$ cat src/rtl/tcpop_pkg.sv
`default_nettype none

package tcpop_pkg;

  // one header byte per input request
  typedef struct packed {
    logic [7:0] header_byte;
    logic       first_byte;
  } in_t;

  // options found in one header
  typedef struct packed {
    logic [15:0] max_segment_size;
    logic [7:0]  window_scale;
    logic        sack_permitted;
    logic        timestamps_present;
  } out_t;

  // parse phase of the open header
  typedef enum logic [2:0] {
    PH_IDLE  = 3'd0,
    PH_FIXED = 3'd1,
    PH_KIND  = 3'd2,
    PH_LEN   = 3'd3,
    PH_BODY  = 3'd4,
    PH_STOP  = 3'd5
  } phase_t;

  // fixed header layout
  localparam logic [5:0] HDR_FIXED_LEN = 6'd20;
  localparam logic [5:0] POS_OFFSET    = 6'd12;
  localparam logic [5:0] POS_FIXED_END = 6'd19;

  // option kinds
  localparam logic [7:0] OPT_EOL     = 8'd0;
  localparam logic [7:0] OPT_NOP     = 8'd1;
  localparam logic [7:0] OPT_MSS     = 8'd2;
  localparam logic [7:0] OPT_WSCALE  = 8'd3;
  localparam logic [7:0] OPT_SACK_OK = 8'd4;
  localparam logic [7:0] OPT_TSTAMP  = 8'd8;

  // well-formed option lengths
  localparam logic [7:0] LEN_MIN     = 8'd2;
  localparam logic [7:0] LEN_MSS     = 8'd4;
  localparam logic [7:0] LEN_WSCALE  = 8'd3;
  localparam logic [7:0] LEN_SACK_OK = 8'd2;
  localparam logic [7:0] LEN_TSTAMP  = 8'd10;

  // what the body of the current option feeds
  localparam logic [7:0] KEEP_SKIP  = 8'd0;
  localparam logic [7:0] KEEP_MSS   = 8'd2;
  localparam logic [7:0] KEEP_SCALE = 8'd3;

endpackage

`default_nettype wire

$ cat src/rtl/tcp_option_parser_core.sv
// TCP header option parser.
// Input channel (in_valid/in_ready/in_data) takes one header byte per request,
// with first_byte set on byte 0. Byte 12 gives the data offset; the option
// area after the fixed 20 bytes is walked for MSS, window scale,
// SACK-permitted and timestamps. One result request (out_valid/out_ready/
// out_data) is issued for the last header byte of each complete header; a
// new first byte abandons an open header without a result, and bytes outside
// any header are dropped.
// Throughput: one byte per cycle while no result waits on a stalled receiver.
// The last byte of a header passes the input register, then the result register,
// before out_valid rises; a result still waiting on the receiver holds it back.
// The per-byte state update is the only loop, one step per byte.
// When the receiver stalls, the result register holds and one more byte is
// buffered in the input register; in_ready falls only when the buffered byte
// would produce a new result. Reset (rst_n low, synchronous) empties both
// registers and returns the parser to idle with no header open.
`default_nettype none

module tcp_option_parser_core (
  input  wire              clk,
  input  wire              rst_n,
  input  wire              in_valid,
  output logic             in_ready,
  input  tcpop_pkg::in_t   in_data,
  output logic             out_valid,
  input  wire              out_ready,
  output tcpop_pkg::out_t  out_data
);

  import tcpop_pkg::*;

  // input register
  logic        s1_valid_r;
  in_t         s1_data_r;

  // parser state
  phase_t      phase_r,  phase_nxt;
  logic [5:0]  pos_r,    pos_nxt;
  logic [5:0]  hl_r,     hl_nxt;
  logic [7:0]  kind_r,   kind_nxt;
  logic [6:0]  end_r,    end_nxt;
  logic [7:0]  mss_hi_r, mss_hi_nxt;
  logic [15:0] mss_r,    mss_nxt;
  logic [7:0]  scale_r,  scale_nxt;
  logic        sack_r,   sack_nxt;
  logic        ts_r,     ts_nxt;

  // result register
  logic        out_valid_r;
  out_t        out_data_r;

  logic        take;
  logic        emit;
  logic        advance;
  logic        out_free;
  phase_t      ph_cur;
  logic [5:0]  p;
  logic [6:0]  p1;
  logic [6:0]  p2;
  logic [5:0]  start;
  logic [8:0]  opt_end;
  logic [7:0]  b;

  // per-byte state update
  always_comb begin
    phase_nxt  = phase_r;
    pos_nxt    = pos_r;
    hl_nxt     = hl_r;
    kind_nxt   = kind_r;
    end_nxt    = end_r;
    mss_hi_nxt = mss_hi_r;
    mss_nxt    = mss_r;
    scale_nxt  = scale_r;
    sack_nxt   = sack_r;
    ts_nxt     = ts_r;
    emit       = 1'b0;
    take       = 1'b0;
    ph_cur     = phase_r;
    p          = pos_r;
    b          = s1_data_r.header_byte;

    // a first byte opens a fresh header
    if (s1_data_r.first_byte) begin
      kind_nxt   = KEEP_SKIP;
      end_nxt    = '0;
      mss_hi_nxt = '0;
      mss_nxt    = '0;
      scale_nxt  = '0;
      sack_nxt   = 1'b0;
      ts_nxt     = 1'b0;
      hl_nxt     = '0;
      ph_cur     = PH_FIXED;
      phase_nxt  = PH_FIXED;
      p          = '0;
      take       = 1'b1;
    end else if (phase_r != PH_IDLE) begin
      take = 1'b1;
    end

    p1      = {1'b0, p} + 7'd1;
    p2      = {1'b0, p} + 7'd2;
    start   = p - 6'd1;
    opt_end = {3'b000, start} + {1'b0, b};

    if (take) begin
      case (ph_cur)
        PH_FIXED: begin
          if (p == POS_OFFSET) begin
            hl_nxt = {b[7:4], 2'b00};
          end
          if (p == POS_FIXED_END) begin
            if (hl_nxt > HDR_FIXED_LEN) begin
              phase_nxt = PH_KIND;
            end else begin
              emit = 1'b1;
            end
          end
        end
        PH_KIND: begin
          if (b == OPT_EOL) begin
            phase_nxt = PH_STOP;
          end else if (b != OPT_NOP) begin
            // no room left for a length byte
            if (p1 >= {1'b0, hl_r}) begin
              phase_nxt = PH_STOP;
            end else begin
              kind_nxt  = b;
              phase_nxt = PH_LEN;
            end
          end
        end
        PH_LEN: begin
          if (b < LEN_MIN || opt_end > {3'b000, hl_r}) begin
            phase_nxt = PH_STOP;
          end else begin
            end_nxt  = opt_end[6:0];
            kind_nxt = KEEP_SKIP;
            if (kind_r == OPT_MSS && b == LEN_MSS) begin
              kind_nxt = KEEP_MSS;
            end else if (kind_r == OPT_WSCALE && b == LEN_WSCALE) begin
              kind_nxt = KEEP_SCALE;
            end else if (kind_r == OPT_SACK_OK && b == LEN_SACK_OK) begin
              sack_nxt = 1'b1;
            end else if (kind_r == OPT_TSTAMP && b == LEN_TSTAMP) begin
              ts_nxt = 1'b1;
            end
            phase_nxt = (b == LEN_MIN) ? PH_KIND : PH_BODY;
          end
        end
        PH_BODY: begin
          if (kind_r == KEEP_MSS) begin
            if (p2 == end_r) begin
              mss_hi_nxt = b;
            end else if (p1 == end_r) begin
              mss_nxt = {mss_hi_r, b};
            end
          end else if (kind_r == KEEP_SCALE) begin
            if (p1 == end_r) begin
              scale_nxt = b;
            end
          end
          if (p1 >= end_r) begin
            phase_nxt = PH_KIND;
          end
        end
        default: begin
        end
      endcase

      // last header byte once options are reached
      if (phase_nxt inside {PH_KIND, PH_LEN, PH_BODY, PH_STOP} &&
          p1 >= {1'b0, hl_nxt}) begin
        emit = 1'b1;
      end

      if (emit) begin
        phase_nxt = PH_IDLE;
        pos_nxt   = '0;
      end else begin
        pos_nxt = p1[5:0];
      end
    end
  end

  // handshake control
  assign out_free  = !out_valid_r || out_ready;
  assign advance   = s1_valid_r && (out_free || !emit);
  assign in_ready  = !s1_valid_r || advance;
  assign out_valid = out_valid_r;
  assign out_data  = out_data_r;

  // input register
  always_ff @(posedge clk) begin
    if (!rst_n) begin
      s1_valid_r <= 1'b0;
    end else if (in_ready) begin
      s1_valid_r <= in_valid;
    end
  end

  always_ff @(posedge clk) begin
    if (in_ready && in_valid) begin
      s1_data_r <= in_data;
    end
  end

  // parser state registers
  always_ff @(posedge clk) begin
    if (!rst_n) begin
      phase_r <= PH_IDLE;
      pos_r   <= '0;
      hl_r    <= '0;
    end else if (advance) begin
      phase_r <= phase_nxt;
      pos_r   <= pos_nxt;
      hl_r    <= hl_nxt;
    end
  end

  always_ff @(posedge clk) begin
    if (advance) begin
      kind_r   <= kind_nxt;
      end_r    <= end_nxt;
      mss_hi_r <= mss_hi_nxt;
      mss_r    <= mss_nxt;
      scale_r  <= scale_nxt;
      sack_r   <= sack_nxt;
      ts_r     <= ts_nxt;
    end
  end

  // result register
  always_ff @(posedge clk) begin
    if (!rst_n) begin
      out_valid_r <= 1'b0;
    end else if (advance && emit) begin
      out_valid_r <= 1'b1;
    end else if (out_ready) begin
      out_valid_r <= 1'b0;
    end
  end

  always_ff @(posedge clk) begin
    if (advance && emit) begin
      out_data_r.max_segment_size   <= mss_nxt;
      out_data_r.window_scale       <= scale_nxt;
      out_data_r.sack_permitted     <= sack_nxt;
      out_data_r.timestamps_present <= ts_nxt;
    end
  end

  // idle parser always restarts at byte zero
  a_idle_pos: assert property (@(posedge clk) disable iff (!rst_n)
    phase_r == PH_IDLE |-> pos_r == 6'd0)
    else $error("idle parser with nonzero byte position");

  // input stalls only behind a waiting result
  a_stall_cause: assert property (@(posedge clk) disable iff (!rst_n)
    s1_valid_r && !in_ready |-> out_valid_r && !out_ready)
    else $error("input stalled without output backpressure");

  // option phases need a header longer than the fixed part
  a_opt_hl: assert property (@(posedge clk) disable iff (!rst_n)
    (phase_r == PH_KIND || phase_r == PH_LEN || phase_r == PH_BODY ||
     phase_r == PH_STOP) |-> hl_r > HDR_FIXED_LEN)
    else $error("option parsing with no option area");

  // an option body never runs past the header end
  a_body_end: assert property (@(posedge clk) disable iff (!rst_n)
    phase_r == PH_BODY |-> end_r <= {1'b0, hl_r})
    else $error("option end beyond header length");

endmodule

`default_nettype wire

$ cat config.mk
export PLATFORM = sky130hd
export DESIGN_NAME = tcp_option_parser_core
export DESIGN_NICKNAME = d
export VERILOG_FILES = /design/src/rtl/tcpop_pkg.sv /design/src/rtl/tcp_option_parser_core.sv
export SDC_FILE = /design/constraint.sdc
export NUM_CORES = 1
export LEC_CHECK = 0
export BUFFER_PORTS_ARGS = -buffer_cell sky130_fd_sc_hd__buf_2
export CAP_MARGIN = 20
export CELL_PAD_IN_SITES_DETAIL_PLACEMENT = 1
export CELL_PAD_IN_SITES_GLOBAL_PLACEMENT = 1
export CORE_MARGIN = 5
export CORE_UTILIZATION = 25
export CTS_CLUSTER_SIZE = 12
export DETAILED_ROUTE_END_ITERATION = 10
export MAX_ROUTING_LAYER = met4
export PLACE_DENSITY = 0.5
export SLEW_MARGIN = 10
export SYNTH_ARGS = -nofsm -noshare
export SYNTH_HDL_FRONTEND = slang
export SYNTH_SLANG_ARGS = --single-unit
export TNS_END_PERCENT = 30
$ cat constraint.sdc
create_clock -name clk -period 13.3 [get_ports clk]
set_clock_uncertainty 0.1 [all_clocks]
set_input_delay 2.66 -clock clk [delete_from_list [all_inputs] [get_ports clk]]
set_output_delay 2.66 -clock clk [all_outputs]
set_load 0.1 [all_outputs]
# After elaboration in Yosys (flattened, before gate mapping)
# Index checks and enable logic that the tools add are counted.
# W data, S select, Z words.
# totals
reg_bits	101
latch_bits	0
mem_bits_rw	0
romBits	0
inputBits	13
elab_cells	146
memories	0
# classes
n_addsub	4
mul	0
div	0
n_lt_le_gt_ge	6
n_eq_ne	21
shifts	0
mux	77
bitwise	0
reduce_logical	20
# ops
op	n
$mux W8	17
$mux W16	6
$mux W6	9
$mux W3	12
$eq A8 B2 Y1 const B	4
$mux W7	4
$mux W1	25
$eq A8 B3 Y1 const B	2
$eq A8 B4 Y1 const B	2
$pmux W8 S2	1
$eq A7 B7 Y1	2
$ge A7 B6 Y1	2
$eq A3 B2 Y1 const B	4
$pmux W3 S4	1
$add A6 B8 Y9	1
$eq A3 B3 Y1 const B	3
$gt A9 B6 Y1	1
$logic_and A1 B1 Y1	8
$logic_not A8 Y1	1
$lt A8 B2 Y1 const B	1
$ne A8 B1 Y1 const B	1
$add A6 B1 Y7 const B	1
$add A6 B2 Y7 const B	1
$ge A7 B7 Y1	1
12 further kinds	18

# Depth between registers and ports, before layout
# depth
ltp_word	21
ltp_mapped	21
ltp_nobuf	18

# Worst setup path after synthesis
# Ideal clock, no wire load.
# synth_path
path_type	reg2out
startpoint	register s1_data_r[0] in the netlist's numbering
endpoint	output in_ready
arrival_ps	3546
setup_slack_ps	6994
path_stages_with_launch	17
n_path_buf	2
path_cell_list	edfxtp_1 buf_6 clkbuf_1 nand2b_1 inv_1 ha_1 and3_1 xnor2_1 nor2_1 ha_1 a21o_1 nand2_1 o211ai_1 o21ai_2 nor2_1 and2_1 inv_1
# synth_via
elab_chain_cells	20
elab_cells_between_ends	49
# synth_rtl
element	line_no	rtl
from (decl)	tcp_option_parser_core.sv:34	in_t s1_data_r;
from (signal assigned)	tcp_option_parser_core.sv:203	s1_data_r <= in_data;
branches (longest 15 deep; another with $add A6 B8 Y9)	--	
$mux W1 *	tcp_option_parser_core.sv:105	if (take) begin
$logic_not A1 Y1 *	tcp_option_parser_core.sv:187	assign advance = s1_valid_r && (out_free || !emit);
$logic_or A1 B1 Y1 *	tcp_option_parser_core.sv:187	
$logic_and A1 B1 Y1 *	tcp_option_parser_core.sv:187	
$logic_or A1 B1 Y1 *	tcp_option_parser_core.sv:188	assign in_ready = !s1_valid_r || advance;
to (decl)	tcp_option_parser_core.sv:23	output logic in_ready,
# Mark *: on every way between the ends. The select of a mux whose other input is x is not followed.

# Final worst setup path
# Same ends and word-level chain as after synthesis.

==> impl_results.md <==
* Status: complete, no violations
* Slew margin rel. at 41.6%
* Die Height at 161 um
* WS Path Type: reg2out
* Sequential fraction of the synthesis area at 50.0%
* Power per Cell Area at 108 nW/um^2
* Starting DRC count in detailed routing at 172
* Drt via density at 4.92
* Post-synth EDFFs at 84
* First-pass GRT wire length at 25.6 mm
* Top achievable clock speed at 0.140 GHz
* CP Max Fanout at 68
* Clock sink count at 101
* ANT nets after route at 0
* Die width at 161 um
* Hold_buf cts at 0
* Syn Inst Count at 527
* DRC violations left at 0
* Min Tclk post-route at 7.16 ns
* Worst-margin pin slew at 0.872 ns
* Number of buffers and inverters on the critical path at 4
* Seq cells post-synth at 101
* Vias in the first global route at 4,395
* I/O Buffers at 40
* CP Cell Sequence: buf_4, nand2b_1, inv_1, ha_1, and3_1, xnor2_1, nor2_1, ha_1, a21o_1, nand2_1, o211ai_1, o21ai_2, nor2_1, and2_1, inv_1, buf_2
* Ports at 41
* Initial antenna violation count at 0
* WL final at 15.9 mm
* Clock Tree Root: clkbuf_16
* Maximum vdd drop at 61.7 uV
* Post-synth top flop: edfxtp_1
* Startpoint types: register
* Final Hold Viols at 0
* First drt pass iteration count at 4
* Area growth syn-to-layout at 13.8%
* Final Cycle Share at 53.9%
* Initial Utilization at 25.3%
* Syn_nets at 578
* RSZ-0062 raised after global routing: no
* CP arrival at 4.40 ns
* Async set-reset flop share out of synthesis at 0%
* Synth Warn # at 0
* Gpl congestion at 0.830
* Clock Tree Buf Depth at 2
* DR vias at 4,186
* Post-CTS resize count at 0
* Crit-path leading delay family: simple AND/OR/NAND/NOR gates
* Most frequent cells in the layout: edfxtp_1 (84), nand2_1 (48), buf_2 (40)
* Wire per inst at 18.6 um
* Final Max Tran Viols at 0
* Worst setup EP type: primary output
* Distinct cells, synth at 67
* HPWL after DPL at 11.5 mm
* Clk_lat worst skew at 0.36 ns
* Nets@finish at 611
* Site row count at 55
* CTS tree: yes
* Antenna diodes at 0
* Max-cap viol count at 0
* Critical Path RT at 10.54 ns
* Total number of H-tree levels at 3
* Share of cells above drive strength 1 at 15.2%
* Final setup viols at 0
* GRT Util Overall at 12.9%
* Setup Buffers After CTS at 0
* Core box area at 22,600 sq um
* Mean Syn Cell Area at 10.9 sq um
* TNS Setup at 0 ns
* Leak Pwr at 2.36 nW
* Hold Crit Class: reg2reg
* Max stage delay on crit path at 0.57 ns
* Num CTS Buffers at 9
* DIE AREA at 26,000 sq um
* Commonest non-fill, non-tap cell in the layout: edfxtp_1
* GR Overflow Total at 0
* Largest net degree at the start of global routing at 69
* Crit-path slowest cell: buf_4
* Reg clk slew, reported paths at 0.08 ns
* Total power at 701 uW
* Post-Syn Area at 5720 sq um
-- cell families (layout without fill, tap and decap cells) --
| family | count (synthesis) | in the layout | share of synthesized area, % |
|---|---|---|---|
| xor+xnor | 14 | 14 | 2.14 |
| fa+ha+maj | 38 | 38 | 8.44 |
| mux | 18 | 18 | 3.32 |
| compound gates | 120 | 120 | 15.0 |
| flops | 101 | 101 | 50.0 |
| simple gates | 186 | 186 | 17.4 |
| buf+inv | 50 | 88 | 3.67 |
-- stage by stage --
step	setup slack [ns]	instances	utilization, %	hold slack [ns]	cell area [sq um]
6_report	6.14	850	28.8	0.494	6510
3_5_place_dp	6.53	833	27.5	0.475	6210
5_1_grt	5.85	850	28.8	0.513	6510
2_1_floorplan	6.99	527	-	0.373	5720
4_1_cts	6.12	849	28.8	0.494	6500
3_3_place_gp	6.70	833	27.5	0.470	6210
-- worst paths after layout --
path                                              start                      end  slack (ns)  cells past startpoint
worst min-delay path            phase_r[1]$_SDFFE_PN0N_  phase_r[1]$_SDFFE_PN0N_        0.49                      2
worst min register to register  phase_r[1]$_SDFFE_PN0N_  phase_r[1]$_SDFFE_PN0N_        0.49                      2
worst max-delay path             s1_data_r[0]$_DFFE_PP_                 in_ready        6.14                     16
worst max register to register   s1_data_r[0]$_DFFE_PP_           ts_r$_DFFE_PN_        7.99                     17
-- per-layer routing --
layer	up-vias	part of all wire (%)	wire length [um]	track usage, %
met3	10	3.7	591	2.58
met4	0	1.2	197	3.49
met1	2105	49	7700	17.4
met5	-	0	0	-
li1	2013	-	-	-
met2	58	46	7360	19.8
-- where the power goes --
group / internal (mW) / switching (mW) / total, mW / leakage, nW
sequential: 0.354 / 0.0113 / 0.365 / 0.935
clock: 0.130 / 0.133 / 0.263 / 0.133
combinational: 0.0291 / 0.0442 / 0.0733 / 1.29
total: 0.513 / 0.188 / 0.701 / 2.36
-- cells in the mapped netlist (2+ instances only) --
library cell | n | area (sq um)
o221ai_1 | 2 | 17.5
mux2_2 | 8 | 90.1
a22o_1 | 11 | 96.3
nand4_1 | 7 | 43.8
nand3b_1 | 2 | 15.0
o21a_1 | 5 | 37.5
nand2_1 | 48 | 180
o22ai_1 | 4 | 25.0
a21o_1 | 7 | 52.6
nor4_1 | 5 | 31.3
a32o_1 | 2 | 20.0
nor3b_1 | 3 | 22.5
a31oi_1 | 3 | 18.8
nand2b_1 | 36 | 225
o31ai_1 | 8 | 60.1
and2_1 | 10 | 62.6
xnor2_1 | 9 | 78.8
o32ai_1 | 2 | 17.5
and3_1 | 3 | 18.8
nand3_1 | 15 | 75.1
o21ai_0 | 29 | 145
nand4b_1 | 2 | 17.5
inv_1 | 24 | 90.1
nor2_1 | 25 | 93.8
o211ai_1 | 2 | 15.0
dfxtp_1 | 17 | 340
o21bai_1 | 4 | 30.0
buf_6 | 2 | 22.5
a21oi_1 | 15 | 75.1
xor2_1 | 5 | 43.8
nor3_1 | 8 | 40.0
nor2b_1 | 13 | 81.3
edfxtp_1 | 84 | 2520
a221o_1 | 3 | 30.0
a211oi_1 | 5 | 37.5
ha_1 | 37 | 463
mux2i_1 | 10 | 100
clkbuf_1 | 17 | 63.8
o22a_1 | 2 | 17.5
buf_2 | 6 | 30.0
-- flip-flops by register name, indices dropped and copies added (netlist names) --
name and cells:
mss_r 16, sack_r 1, hl_r 6, kind_r 8, out_data 26, s1_valid_r 1, ts_r 1, out_valid 1
scale_r 8, phase_r 3, pos_r 6, b 8, s1_data_r 1, end_r 7, mss_hi_r 8
-- worst register-to-register path: stages, from the launching register on --
cell and delay (ns):
edfxtp_1 0.36, buf_4 0.35, nand2b_1 0.40, o31ai_1 0.60
xnor2_1 0.23, ha_1 0.37, a21oi_1 0.25, nand2_1 0.11
xor2_1 0.21, ha_1 0.28, nand4_1 0.13, o21bai_1 0.08
o31ai_1 0.44, nand3_1 0.27, nor2_1 0.15, buf_4 0.24
nand3_1 0.14, o32ai_1 0.40
-- area by class of cell --
class,count,area [sq um]
Timing Repair Buffer,47,256
Clock inverter,7,58.8
Fill cell,2539,16100
Clock buffer,9,225
Multi-Input combinational cell,376,2660
Inverter,25,93.8
Tap cell,285,357
Sequential cell,101,2860
Power figures use the tool's default switching activity.
